`src/rtl/bped_pkg.sv`:
```
// ----------------------------------------------------------------------------
// bped_pkg
// Types and codes shared by the bit-parallel edit distance unit.
// ----------------------------------------------------------------------------
package bped_pkg;

   localparam int KIND_W    = 2;
   localparam int SYMBOL_W  = 21;
   localparam int SCORE_W   = 25;
   localparam int STATUS_W  = 2;
   localparam int CSR_IDX_W = 1;
   localparam int CSR_DATA_W = 25;

   localparam logic [KIND_W-1:0] KIND_LOAD = 2'd0;
   localparam logic [KIND_W-1:0] KIND_TEXT = 2'd1;
   localparam logic [KIND_W-1:0] KIND_END  = 2'd2;

   localparam logic [STATUS_W-1:0] STATUS_OK       = 2'd0;
   localparam logic [STATUS_W-1:0] STATUS_OVERFLOW = 2'd1;
   localparam logic [STATUS_W-1:0] STATUS_LATE     = 2'd2;

   localparam logic [CSR_IDX_W-1:0] CSR_CLAMP_ENABLE = 1'b0;
   localparam logic [CSR_IDX_W-1:0] CSR_MAX_DISTANCE = 1'b1;

   localparam logic [SCORE_W-1:0] SCORE_MAX = {SCORE_W{1'b1}};

   // per-item commands from the control section to the recurrence core
   typedef struct packed {
      logic load;
      logic text;
      logic clear;
   } job_ctrl_type;

endpackage

```
`src/rtl/bped_req_if.sv`:
```
// ----------------------------------------------------------------------------
// bped_req_if
// Input item channel: kind and symbol with a valid/ready handshake.
// ----------------------------------------------------------------------------
interface bped_req_if;
   logic                           valid;
   logic                           ready;
   logic [bped_pkg::KIND_W-1:0]    kind;
   logic [bped_pkg::SYMBOL_W-1:0]  symbol;

   modport source (output valid, kind, symbol, input ready);
   modport sink   (input valid, kind, symbol, output ready);
endinterface

```
`src/rtl/bped_rsp_if.sv`:
```
// ----------------------------------------------------------------------------
// bped_rsp_if
// Result item channel: distance and status with a valid/ready handshake.
// ----------------------------------------------------------------------------
interface bped_rsp_if;
   logic                           valid;
   logic                           ready;
   logic [bped_pkg::SCORE_W-1:0]   distance;
   logic [bped_pkg::STATUS_W-1:0]  status;

   modport source (output valid, distance, status, input ready);
   modport sink   (input valid, distance, status, output ready);
endinterface

```
`src/rtl/bit_parallel_edit_distance_unit.sv`:
```
// ----------------------------------------------------------------------------
// bit_parallel_edit_distance_unit
// Levenshtein distance of a loaded pattern against a streamed text.
//
// Load up to PATTERN_MAX pattern symbols (kind 0), stream the text one symbol
// per item (kind 1), then send an end item (kind 2) to get the distance and a
// status; the job state then clears while the clamp registers keep their
// values. Supply the shorter string as the pattern. The unit accepts one item
// per clock: each item is captured in an input register and processed from
// there, where a text symbol is compared against all stored pattern symbols
// at once and one PATTERN_MAX-bit add updates the delta words. A result is
// formed as its end item leaves the input register and sits in an output
// register; only an end item stalls, and only while the previous result has
// not been taken. Write the csr registers only while no job is in flight.
// ----------------------------------------------------------------------------
module bit_parallel_edit_distance_unit #(
   parameter int PATTERN_MAX = 64
) (
   input  logic                              clock,
   input  logic                              reset,
   bped_req_if.sink                          req_ch,
   bped_rsp_if.source                        rsp_ch,
   input  logic                              csr_write_enable,
   input  logic [bped_pkg::CSR_IDX_W-1:0]    csr_index,
   input  logic [bped_pkg::CSR_DATA_W-1:0]   csr_write_data
);

   localparam int LEN_W = $clog2(PATTERN_MAX + 1);
   localparam int IDX_W = (PATTERN_MAX > 1) ? $clog2(PATTERN_MAX) : 1;
   localparam int SW    = bped_pkg::SCORE_W;

   // input register
   logic                           in_valid_ff, in_valid_in;
   logic [bped_pkg::KIND_W-1:0]    in_kind_ff;
   logic [bped_pkg::SYMBOL_W-1:0]  in_symbol_ff;

   // job state
   logic [LEN_W-1:0]               length_ff, length_in;
   logic                           started_ff, started_in;
   logic [bped_pkg::STATUS_W-1:0]  error_ff, error_in;

   // configuration
   logic                           clamp_ff;
   logic [SW-1:0]                  max_dist_ff;

   // result register
   logic                           rsp_valid_ff, rsp_valid_in;
   logic [SW-1:0]                  rsp_dist_ff;
   logic [bped_pkg::STATUS_W-1:0]  rsp_status_ff;

   logic                    req_fire, fire;
   logic                    is_load, is_text, is_end, load_ok, full;
   bped_pkg::job_ctrl_type  ctrl;
   logic [PATTERN_MAX-1:0]  eq, top;
   logic [SW-1:0]           score, out_dist;
   logic [SW:0]             clamped;

   // an end item waits while the previous result is still held
   assign fire = in_valid_ff &&
                 ((in_kind_ff != bped_pkg::KIND_END) || !rsp_valid_ff || rsp_ch.ready);
   assign req_ch.ready = !in_valid_ff || fire;
   assign req_fire     = req_ch.valid && req_ch.ready;

   assign is_load = fire && (in_kind_ff == bped_pkg::KIND_LOAD);
   assign is_text = fire && (in_kind_ff == bped_pkg::KIND_TEXT);
   assign is_end  = fire && (in_kind_ff == bped_pkg::KIND_END);
   assign full    = (length_ff >= LEN_W'(PATTERN_MAX));
   assign load_ok = is_load && !started_ff && !full;

   assign ctrl.load  = load_ok;
   assign ctrl.text  = is_text;
   assign ctrl.clear = is_end;

   always_comb begin
      in_valid_in = in_valid_ff;
      if (req_fire) begin
         in_valid_in = 1'b1;
      end else if (fire) begin
         in_valid_in = 1'b0;
      end
   end

   always_comb begin
      length_in  = length_ff;
      started_in = started_ff;
      error_in   = error_ff;
      if (is_end) begin
         length_in  = '0;
         started_in = 1'b0;
         error_in   = bped_pkg::STATUS_OK;
      end else if (is_text) begin
         started_in = 1'b1;
      end else if (is_load) begin
         if (load_ok) begin
            length_in = length_ff + 1'b1;
         end else if (error_ff == bped_pkg::STATUS_OK) begin
            // keep the first error of the job
            error_in = started_ff ? bped_pkg::STATUS_LATE : bped_pkg::STATUS_OVERFLOW;
         end
      end
   end

   // clamp to max + 1, saturating at the field range
   assign clamped = {1'b0, max_dist_ff} + (SW + 1)'(1);
   always_comb begin
      out_dist = score;
      if (clamp_ff && (score > max_dist_ff)) begin
         out_dist = clamped[SW] ? {SW{1'b1}} : clamped[SW-1:0];
      end
   end

   always_comb begin
      rsp_valid_in = rsp_valid_ff;
      if (is_end) begin
         rsp_valid_in = 1'b1;
      end else if (rsp_ch.ready) begin
         rsp_valid_in = 1'b0;
      end
   end

   always_ff @(posedge clock) begin
      if (reset) begin
         in_valid_ff  <= 1'b0;
         length_ff    <= '0;
         started_ff   <= 1'b0;
         error_ff     <= bped_pkg::STATUS_OK;
         rsp_valid_ff <= 1'b0;
         clamp_ff     <= 1'b0;
         max_dist_ff  <= '0;
      end else begin
         in_valid_ff  <= in_valid_in;
         length_ff    <= length_in;
         started_ff   <= started_in;
         error_ff     <= error_in;
         rsp_valid_ff <= rsp_valid_in;
         if (csr_write_enable) begin
            case (csr_index)
               bped_pkg::CSR_CLAMP_ENABLE: clamp_ff    <= csr_write_data[0];
               bped_pkg::CSR_MAX_DISTANCE: max_dist_ff <= csr_write_data[SW-1:0];
               default: ;
            endcase
         end
      end
   end

   always_ff @(posedge clock) begin
      if (req_fire) begin
         in_kind_ff   <= req_ch.kind;
         in_symbol_ff <= req_ch.symbol;
      end
      if (is_end) begin
         rsp_dist_ff   <= out_dist;
         rsp_status_ff <= error_ff;
      end
   end

   bped_match #(
      .PATTERN_MAX (PATTERN_MAX),
      .LEN_W       (LEN_W),
      .IDX_W       (IDX_W)
   ) u_match (
      .clock      (clock),
      .write_en   (load_ok),
      .write_addr (length_ff[IDX_W-1:0]),
      .symbol     (in_symbol_ff),
      .length     (length_ff),
      .eq         (eq),
      .top        (top)
   );

   bped_core #(
      .PATTERN_MAX (PATTERN_MAX)
   ) u_core (
      .clock       (clock),
      .reset       (reset),
      .ctrl        (ctrl),
      .has_pattern (length_ff != '0),
      .eq          (eq),
      .top         (top),
      .score       (score)
   );

   assign rsp_ch.valid    = rsp_valid_ff;
   assign rsp_ch.distance = rsp_dist_ff;
   assign rsp_ch.status   = rsp_status_ff;

endmodule

```
`src/rtl/bped_match.sv`:
```
// ----------------------------------------------------------------------------
// bped_match
// Pattern symbol store and parallel compare that forms the match mask.
// ----------------------------------------------------------------------------
module bped_match #(
   parameter int PATTERN_MAX = 64,
   parameter int LEN_W       = $clog2(PATTERN_MAX + 1),
   parameter int IDX_W       = (PATTERN_MAX > 1) ? $clog2(PATTERN_MAX) : 1
) (
   input  logic                           clock,
   input  logic                           write_en,
   input  logic [IDX_W-1:0]               write_addr,
   input  logic [bped_pkg::SYMBOL_W-1:0]  symbol,
   input  logic [LEN_W-1:0]               length,
   output logic [PATTERN_MAX-1:0]         eq,
   output logic [PATTERN_MAX-1:0]         top
);

   logic [bped_pkg::SYMBOL_W-1:0] pattern_ff [PATTERN_MAX];

   always_ff @(posedge clock) begin
      if (write_en) begin
         pattern_ff[write_addr] <= symbol;
      end
   end

   // one comparator per lane; lanes at or above the length never match
   for (genvar i = 0; i < PATTERN_MAX; i++) begin : g_lane
      assign eq[i]  = (LEN_W'(i) < length) && (pattern_ff[i] == symbol);
      assign top[i] = (LEN_W'(i + 1) == length);
   end

endmodule

```
`src/rtl/bped_core.sv`:
```
// ----------------------------------------------------------------------------
// bped_core
// Vertical delta words and score, advanced by one text symbol per cycle while text items arrive.
// ----------------------------------------------------------------------------
module bped_core #(
   parameter int PATTERN_MAX = 64
) (
   input  logic                          clock,
   input  logic                          reset,
   input  bped_pkg::job_ctrl_type        ctrl,
   input  logic                          has_pattern,
   input  logic [PATTERN_MAX-1:0]        eq,
   input  logic [PATTERN_MAX-1:0]        top,
   output logic [bped_pkg::SCORE_W-1:0]  score
);

   logic [PATTERN_MAX-1:0]        vp_ff, vp_in;
   logic [PATTERN_MAX-1:0]        vm_ff, vm_in;
   logic [bped_pkg::SCORE_W-1:0]  score_ff, score_in;

   logic [PATTERN_MAX-1:0] xv, xh, ph, mh, ph_s, mh_s;
   logic                   ph_top, mh_top, score_sat;

   always_comb begin
      xv     = eq | vm_ff;
      xh     = (((eq & vp_ff) + vp_ff) ^ vp_ff) | eq;
      ph     = vm_ff | ~(xh | vp_ff);
      mh     = vp_ff & xh;
      ph_top = |(ph & top);
      mh_top = |(mh & top);
      ph_s   = (ph << 1) | PATTERN_MAX'(1);
      mh_s   = mh << 1;
   end

   assign score_sat = (score_ff == bped_pkg::SCORE_MAX);

   always_comb begin
      vp_in    = vp_ff;
      vm_in    = vm_ff;
      score_in = score_ff;
      if (ctrl.clear) begin
         vp_in    = '1;
         vm_in    = '0;
         score_in = '0;
      end else if (ctrl.load) begin
         if (!score_sat) begin
            score_in = score_ff + 1'b1;
         end
      end else if (ctrl.text) begin
         if (!has_pattern) begin
            if (!score_sat) begin
               score_in = score_ff + 1'b1;
            end
         end else begin
            vp_in = mh_s | ~(xv | ph_s);
            vm_in = ph_s & xv;
            // a saturated score stays put
            if (!score_sat) begin
               if (ph_top) begin
                  score_in = score_ff + 1'b1;
               end else if (mh_top && (score_ff != '0)) begin
                  score_in = score_ff - 1'b1;
               end
            end
         end
      end
   end

   always_ff @(posedge clock) begin
      if (reset) begin
         vp_ff    <= '1;
         vm_ff    <= '0;
         score_ff <= '0;
      end else begin
         vp_ff    <= vp_in;
         vm_ff    <= vm_in;
         score_ff <= score_in;
      end
   end

   assign score = score_ff;

endmodule

```
`src/flat_wrapper.sv`:
```
// flat-port wrapper written by rule: the top's interface ports become plain ports
module bit_parallel_edit_distance_unit_flat 
#(
   parameter int PATTERN_MAX = 64
)
  (clock, reset, csr_write_enable, csr_index, csr_write_data, req_ch_valid, req_ch_kind, req_ch_symbol, req_ch_ready, rsp_ch_valid, rsp_ch_distance, rsp_ch_status, rsp_ch_ready);
  bped_req_if req_ch_i ();
  bped_rsp_if rsp_ch_i ();
  input  logic clock;
  input  logic reset;
  input  logic csr_write_enable;
  input  logic [bped_pkg::CSR_IDX_W-1:0] csr_index;
  input  logic [bped_pkg::CSR_DATA_W-1:0] csr_write_data;
  input wire logic [$bits(req_ch_i.valid)-1:0] req_ch_valid;
  input wire logic [$bits(req_ch_i.kind)-1:0] req_ch_kind;
  input wire logic [$bits(req_ch_i.symbol)-1:0] req_ch_symbol;
  output wire logic [$bits(req_ch_i.ready)-1:0] req_ch_ready;
  output wire logic [$bits(rsp_ch_i.valid)-1:0] rsp_ch_valid;
  output wire logic [$bits(rsp_ch_i.distance)-1:0] rsp_ch_distance;
  output wire logic [$bits(rsp_ch_i.status)-1:0] rsp_ch_status;
  input wire logic [$bits(rsp_ch_i.ready)-1:0] rsp_ch_ready;
  assign req_ch_i.valid = req_ch_valid;
  assign req_ch_i.kind = req_ch_kind;
  assign req_ch_i.symbol = req_ch_symbol;
  assign req_ch_ready = req_ch_i.ready;
  assign rsp_ch_valid = rsp_ch_i.valid;
  assign rsp_ch_distance = rsp_ch_i.distance;
  assign rsp_ch_status = rsp_ch_i.status;
  assign rsp_ch_i.ready = rsp_ch_ready;
  bit_parallel_edit_distance_unit #(.PATTERN_MAX(PATTERN_MAX)) u_core (.clock(clock), .reset(reset), .req_ch(req_ch_i), .rsp_ch(rsp_ch_i), .csr_write_enable(csr_write_enable), .csr_index(csr_index), .csr_write_data(csr_write_data));
endmodule
```
`config.mk`:
```
export PLATFORM = sky130hd
export DESIGN_NAME = bit_parallel_edit_distance_unit_flat
export DESIGN_NICKNAME = d
export VERILOG_FILES = /design/src/rtl/bped_pkg.sv /design/src/rtl/bped_req_if.sv /design/src/rtl/bped_rsp_if.sv /design/src/rtl/bit_parallel_edit_distance_unit.sv /design/src/rtl/bped_match.sv /design/src/rtl/bped_core.sv /design/src/flat_wrapper.sv
export SDC_FILE = /design/constraint.sdc
export NUM_CORES = 2
export LEC_CHECK = 0
export BUFFER_PORTS_ARGS = -buffer_cell sky130_fd_sc_hd__clkbuf_2
export CORE_ASPECT_RATIO = 2
export CORE_MARGIN = 2
export CORE_UTILIZATION = 56
export CTS_CLUSTER_DIAMETER = 40
export DETAILED_ROUTE_END_ITERATION = 10
export PLACE_DENSITY_LB_ADDON = 0.2
export SLEW_MARGIN = 40
export SYNTH_ARGS = -nofsm -noshare
export SYNTH_HDL_FRONTEND = slang
export SYNTH_SLANG_ARGS = --single-unit
```
`constraint.sdc`:
```
create_clock -name clock -period 7.1 [get_ports clock]
set_input_delay 0.71 -clock clock [delete_from_list [all_inputs] [get_ports clock]]
set_output_delay 0.71 -clock clock [all_outputs]
set_load 0.02 [all_outputs]
```
==> impl_results.md <==
- CP endpoint kind: register
- DRC Markers: 0
- Hold Crit Class: in2reg
- Syn_area_per_cell: 11.7 um^2
- Max-slew headroom: 0.319
- Worst EP arrival: 7.68 ns
- CP max FO: 41
- Register-to-Register Setup Slack: 0.14 ns
- Sw frac: 0.238
- Worst Clk Skew: approximately 0.073 ns
- Final cycle utilization of the critical path: 0.981
- Worst IR drop on VDD: 0.257 mV
- First-pass GRT wire length: around 460000 um
- Routed wire length on met3: 28000 um
- Sequential-to-total area share from yosys stat: 0.557
- CTS tree: built
- Cell area after synthesis: 0.0821 mm^2
- Die ar.: 0.150 mm^2
- CTS sink count: 1585
- Power Density: 212 mW/mm^2
- Period minus WS final: 6.96 ns
- Int Power: ~0.015 W
- DR WL/cell: about 34 um
- Worst-Skew Late Latency: 0.85 ns
- RSZ-0062 raised after global routing: no
- Final wirelength: 330000 um
- Psw: 0.00481 W
- Status: finished, final reports clean
- CP Class: reg2reg
- Ports: 83
- Port bufs: between 80 and 90
- Worst-margin pin slew: 1.02 ns
- Comb power frac: 0.071
- #FFs+latches synth: ~1600
- Die H: 545 um
- Synth Flop Type: edfxtp_1
- H-tree Lvls: 4
- Nets: between 7000 and 8000
- Final HPWL DP: between 200000 and 250000 um
- Drt pass-1 iters: 9
- Fmax: 144 MHz
- Antenna viol nets, final: 0
- Longest Clk Path Bufs: 4
- Synthesized net count: 7104
- Avg Vias per Cell: 6.74
- Fin util: 0.656
- Final Setup Violations: 0
- Share of layout cells above drive strength 1: 0.172
- CP required: 7.82 ns
- # hold bufs at CTS: 0
- Netlist cell types: 132
- YS warnings: 0
- CTS buffer count: 165
- Top layer used by detailed routing: met5
- Cell leakage power: 32.9 nW
- FP Rows: 198
- WL met2: 158000 um
- Chip width: around 270 um
- Mapped Cells: 7016
- Final Max Slew Viols: 0
- Ys async rst share: 0
- Initial antenna violation count: 12
- Initial DRC Count: 8354
- Final hold vios: 0
- Area Overhead vs Synth: 16.2%
- CP startpoint kind: register
- CP max stage cell: a211oi_1
- Number of synthesized flops with an enable pin: 1394
- Largest net degree at the start of global routing: 89
- Clock Power Share: 0.425
- Most frequent CP cell: buf_4
- Max-Cap Viols: 0
- RePlAce Congestion: 1.11
- Gr usage total: 0.436
- CP max stage delay: 0.66 ns
- Pwr Total: 0.0202 W
- Critical Path End: u_core.u_core.score[6]
- Vias: 65353
- Total negative slack: 0 ns
- Path depth of the worst reg2reg path: 29
- Core ar.: 0.145 mm^2
- Number of global-route vias before repair: 64298
- Clock slew at reported path FFs: 0.07 ns
- Root buffer cell: clkbuf_16
- RR Startpoint: u_core.in_symbol_ff[20]
- Post-Route M1 WL: 108000 um
- Crit. Startpoint: u_core.in_symbol_ff[20]
- R2R Path End: u_core.u_core.score[6]
- Gr ovfl total: 0
- Seq pwr share: 0.504
- Initial Util: 0.564
power groups by stage:
stage                     Sequential [W]  Clock, W  Combinational, W
after floorplan                   0.0104         0          0.000777
after global placement            0.0104         0           0.00136
after detailed placement          0.0104         0           0.00139
after CTS                         0.0102   0.00859           0.00140
after global routing              0.0102   0.00891           0.00150
final                             0.0102   0.00857           0.00144
worst min-delay path by stage:
| stage | start | to | slack (ns) | cells after the start |
|---|---|---|---|---|
| after floorplan | u_core.error_ff[1] | u_core.rsp_ch.status[1] | 0.41 | 0 |
| after global placement | u_core.error_ff[1] | u_core.rsp_ch.status[1] | 0.43 | 0 |
| after CTS | req_ch_symbol[16] | u_core.in_symbol_ff[16] | 0.04 | 1 |
| after global routing | req_ch_symbol[13] | u_core.in_symbol_ff[13] | 0.03 | 1 |
| final | req_ch_symbol[19] | u_core.in_symbol_ff[19] | 0.05 | 1 |
| after detailed placement | u_core.error_ff[1] | u_core.rsp_ch.status[1] | 0.44 | 0 |
per-stage QoR:
step	hold WS, ns	setup WS [ns]	area [um^2]	std cells
3_5_place_dp	0.436	0.138	90000	9396
2_1_floorplan	0.408	0.891	82100	7016
4_1_cts	0.0358	0.0283	95200	9683
3_3_place_gp	0.425	0.0612	89700	9392
6_report	0.0473	0.138	95400	9695
5_1_grt	0.0343	0.0243	95400	9689
what timing repair did:
| item | 4_1_cts | 5_1_grt |
|---|---|---|
| buffers inserted | 0 | 2 |
| setup endpoints to repair | 0 | 25 |
| resized for setup | 0 | 13 |
synth_stat cells, types with 15 or more instances:
cell type | number | area share
a2111oi_0 | 15 | 0.0016
a211o_1 | 17 | 0.0018
a211oi_1 | 80 | 0.0073
a21o_1 | 40 | 0.0037
a21oi_1 | 301 | 0.018
a22o_1 | 15 | 0.0016
a22oi_1 | 29 | 0.0027
a31oi_1 | 54 | 0.0041
a32oi_1 | 22 | 0.0023
and2_1 | 60 | 0.0046
and3_1 | 69 | 0.0053
and4_1 | 46 | 0.0049
buf_2 | 61 | 0.0037
buf_4 | 77 | 0.0070
buf_6 | 72 | 0.0099
clkbuf_1 | 145 | 0.0066
dfxtp_1 | 191 | 0.047
edfxtp_1 | 1394 | 0.51
ha_1 | 34 | 0.0052
inv_1 | 130 | 0.0059
maj3_1 | 18 | 0.0022
nand2_1 | 362 | 0.017
nand2b_1 | 33 | 0.0025
nand3_1 | 175 | 0.011
nand4_1 | 322 | 0.025
nand4b_1 | 21 | 0.0022
nor2_1 | 401 | 0.018
nor2b_1 | 30 | 0.0023
nor3_1 | 310 | 0.019
nor3b_1 | 18 | 0.0016
nor4_1 | 248 | 0.019
nor4b_1 | 22 | 0.0023
o2111ai_1 | 16 | 0.0017
o211ai_1 | 58 | 0.0053
o21a_1 | 20 | 0.0018
o21ai_0 | 183 | 0.011
o21ai_1 | 26 | 0.0016
o21bai_1 | 15 | 0.0014
o31ai_1 | 20 | 0.0018
or2_2 | 30 | 0.0023
or3_1 | 77 | 0.0059
or4_1 | 37 | 0.0034
xnor2_1 | 733 | 0.078
xor2_1 | 628 | 0.067
flip-flops by register name, summed over array words and instances (netlist names), 7 cells and up:
| register | flops |
|---|---|
| u_core.in_symbol_ff | 21 |
| u_core.u_core.score | 25 |
| u_core.rsp_ch.distance | 25 |
| u_core.u_match.pattern_ff | 1344 |
| u_core.u_core.vm_ff | 64 |
| u_core.max_dist_ff | 25 |
| u_core.length_ff | 7 |
| u_core.u_core.vp_ff | 64 |
cell type report:
cell class	count	area, um^2
Fill cell	10930	50000
Multi-Input combinational cell	4936	34300
Sequential cell	1585	45700
Clock buffer	191	4260
Tap cell	1900	2380
Antenna cell	8	20.0
Inverter	131	492
Clock inverter	96	953
Timing Repair Buffer	848	7330
cells by family after synthesis:
| group | count (synthesis) | synth area share |
|---|---|---|
| simple gates | 2394 | 0.162 |
| xor+xnor | 1362 | 0.145 |
| fa+ha+maj | 52 | 0.00738 |
| compound gates | 1110 | 0.0921 |
| mux | 18 | 0.00229 |
| flops | 1585 | 0.557 |
| buf+inv | 495 | 0.0340 |
placed cells by master, fill, tap and decap left out, drive strengths merged, types with 263 or more instances in the layout:
master	Yosys	layout
nand2	363	363
a21oi	304	304
edfxtp	1394	1394
nor4	263	263
xnor2	734	734
xor2	628	628
clkbuf	145	273
nand4	322	322
nor3	321	321
buf	219	766
nor2	406	406
routing by layer:
layer / up-vias / track usage
met1: 32066 / 0.475
li1: 27737 / -
met2: 4194 / 0.715
met3: 1348 / 0.0920
met4: 8 / 0.377
met5: - / 0
critical path, delay by kind of cell (launching register included):
family / cells / cell delay [ns]
buffers and inverters: 12 / 2.66
DFF: 1 / 0.52
muxes: 1 / 0.16
xor gates and xnor gates: 1 / 0.15
AOI/OAI and AO/OA: 9 / 2.15
and+or+nand+nor: 6 / 1.11
Power figures use the tool's default switching activity.
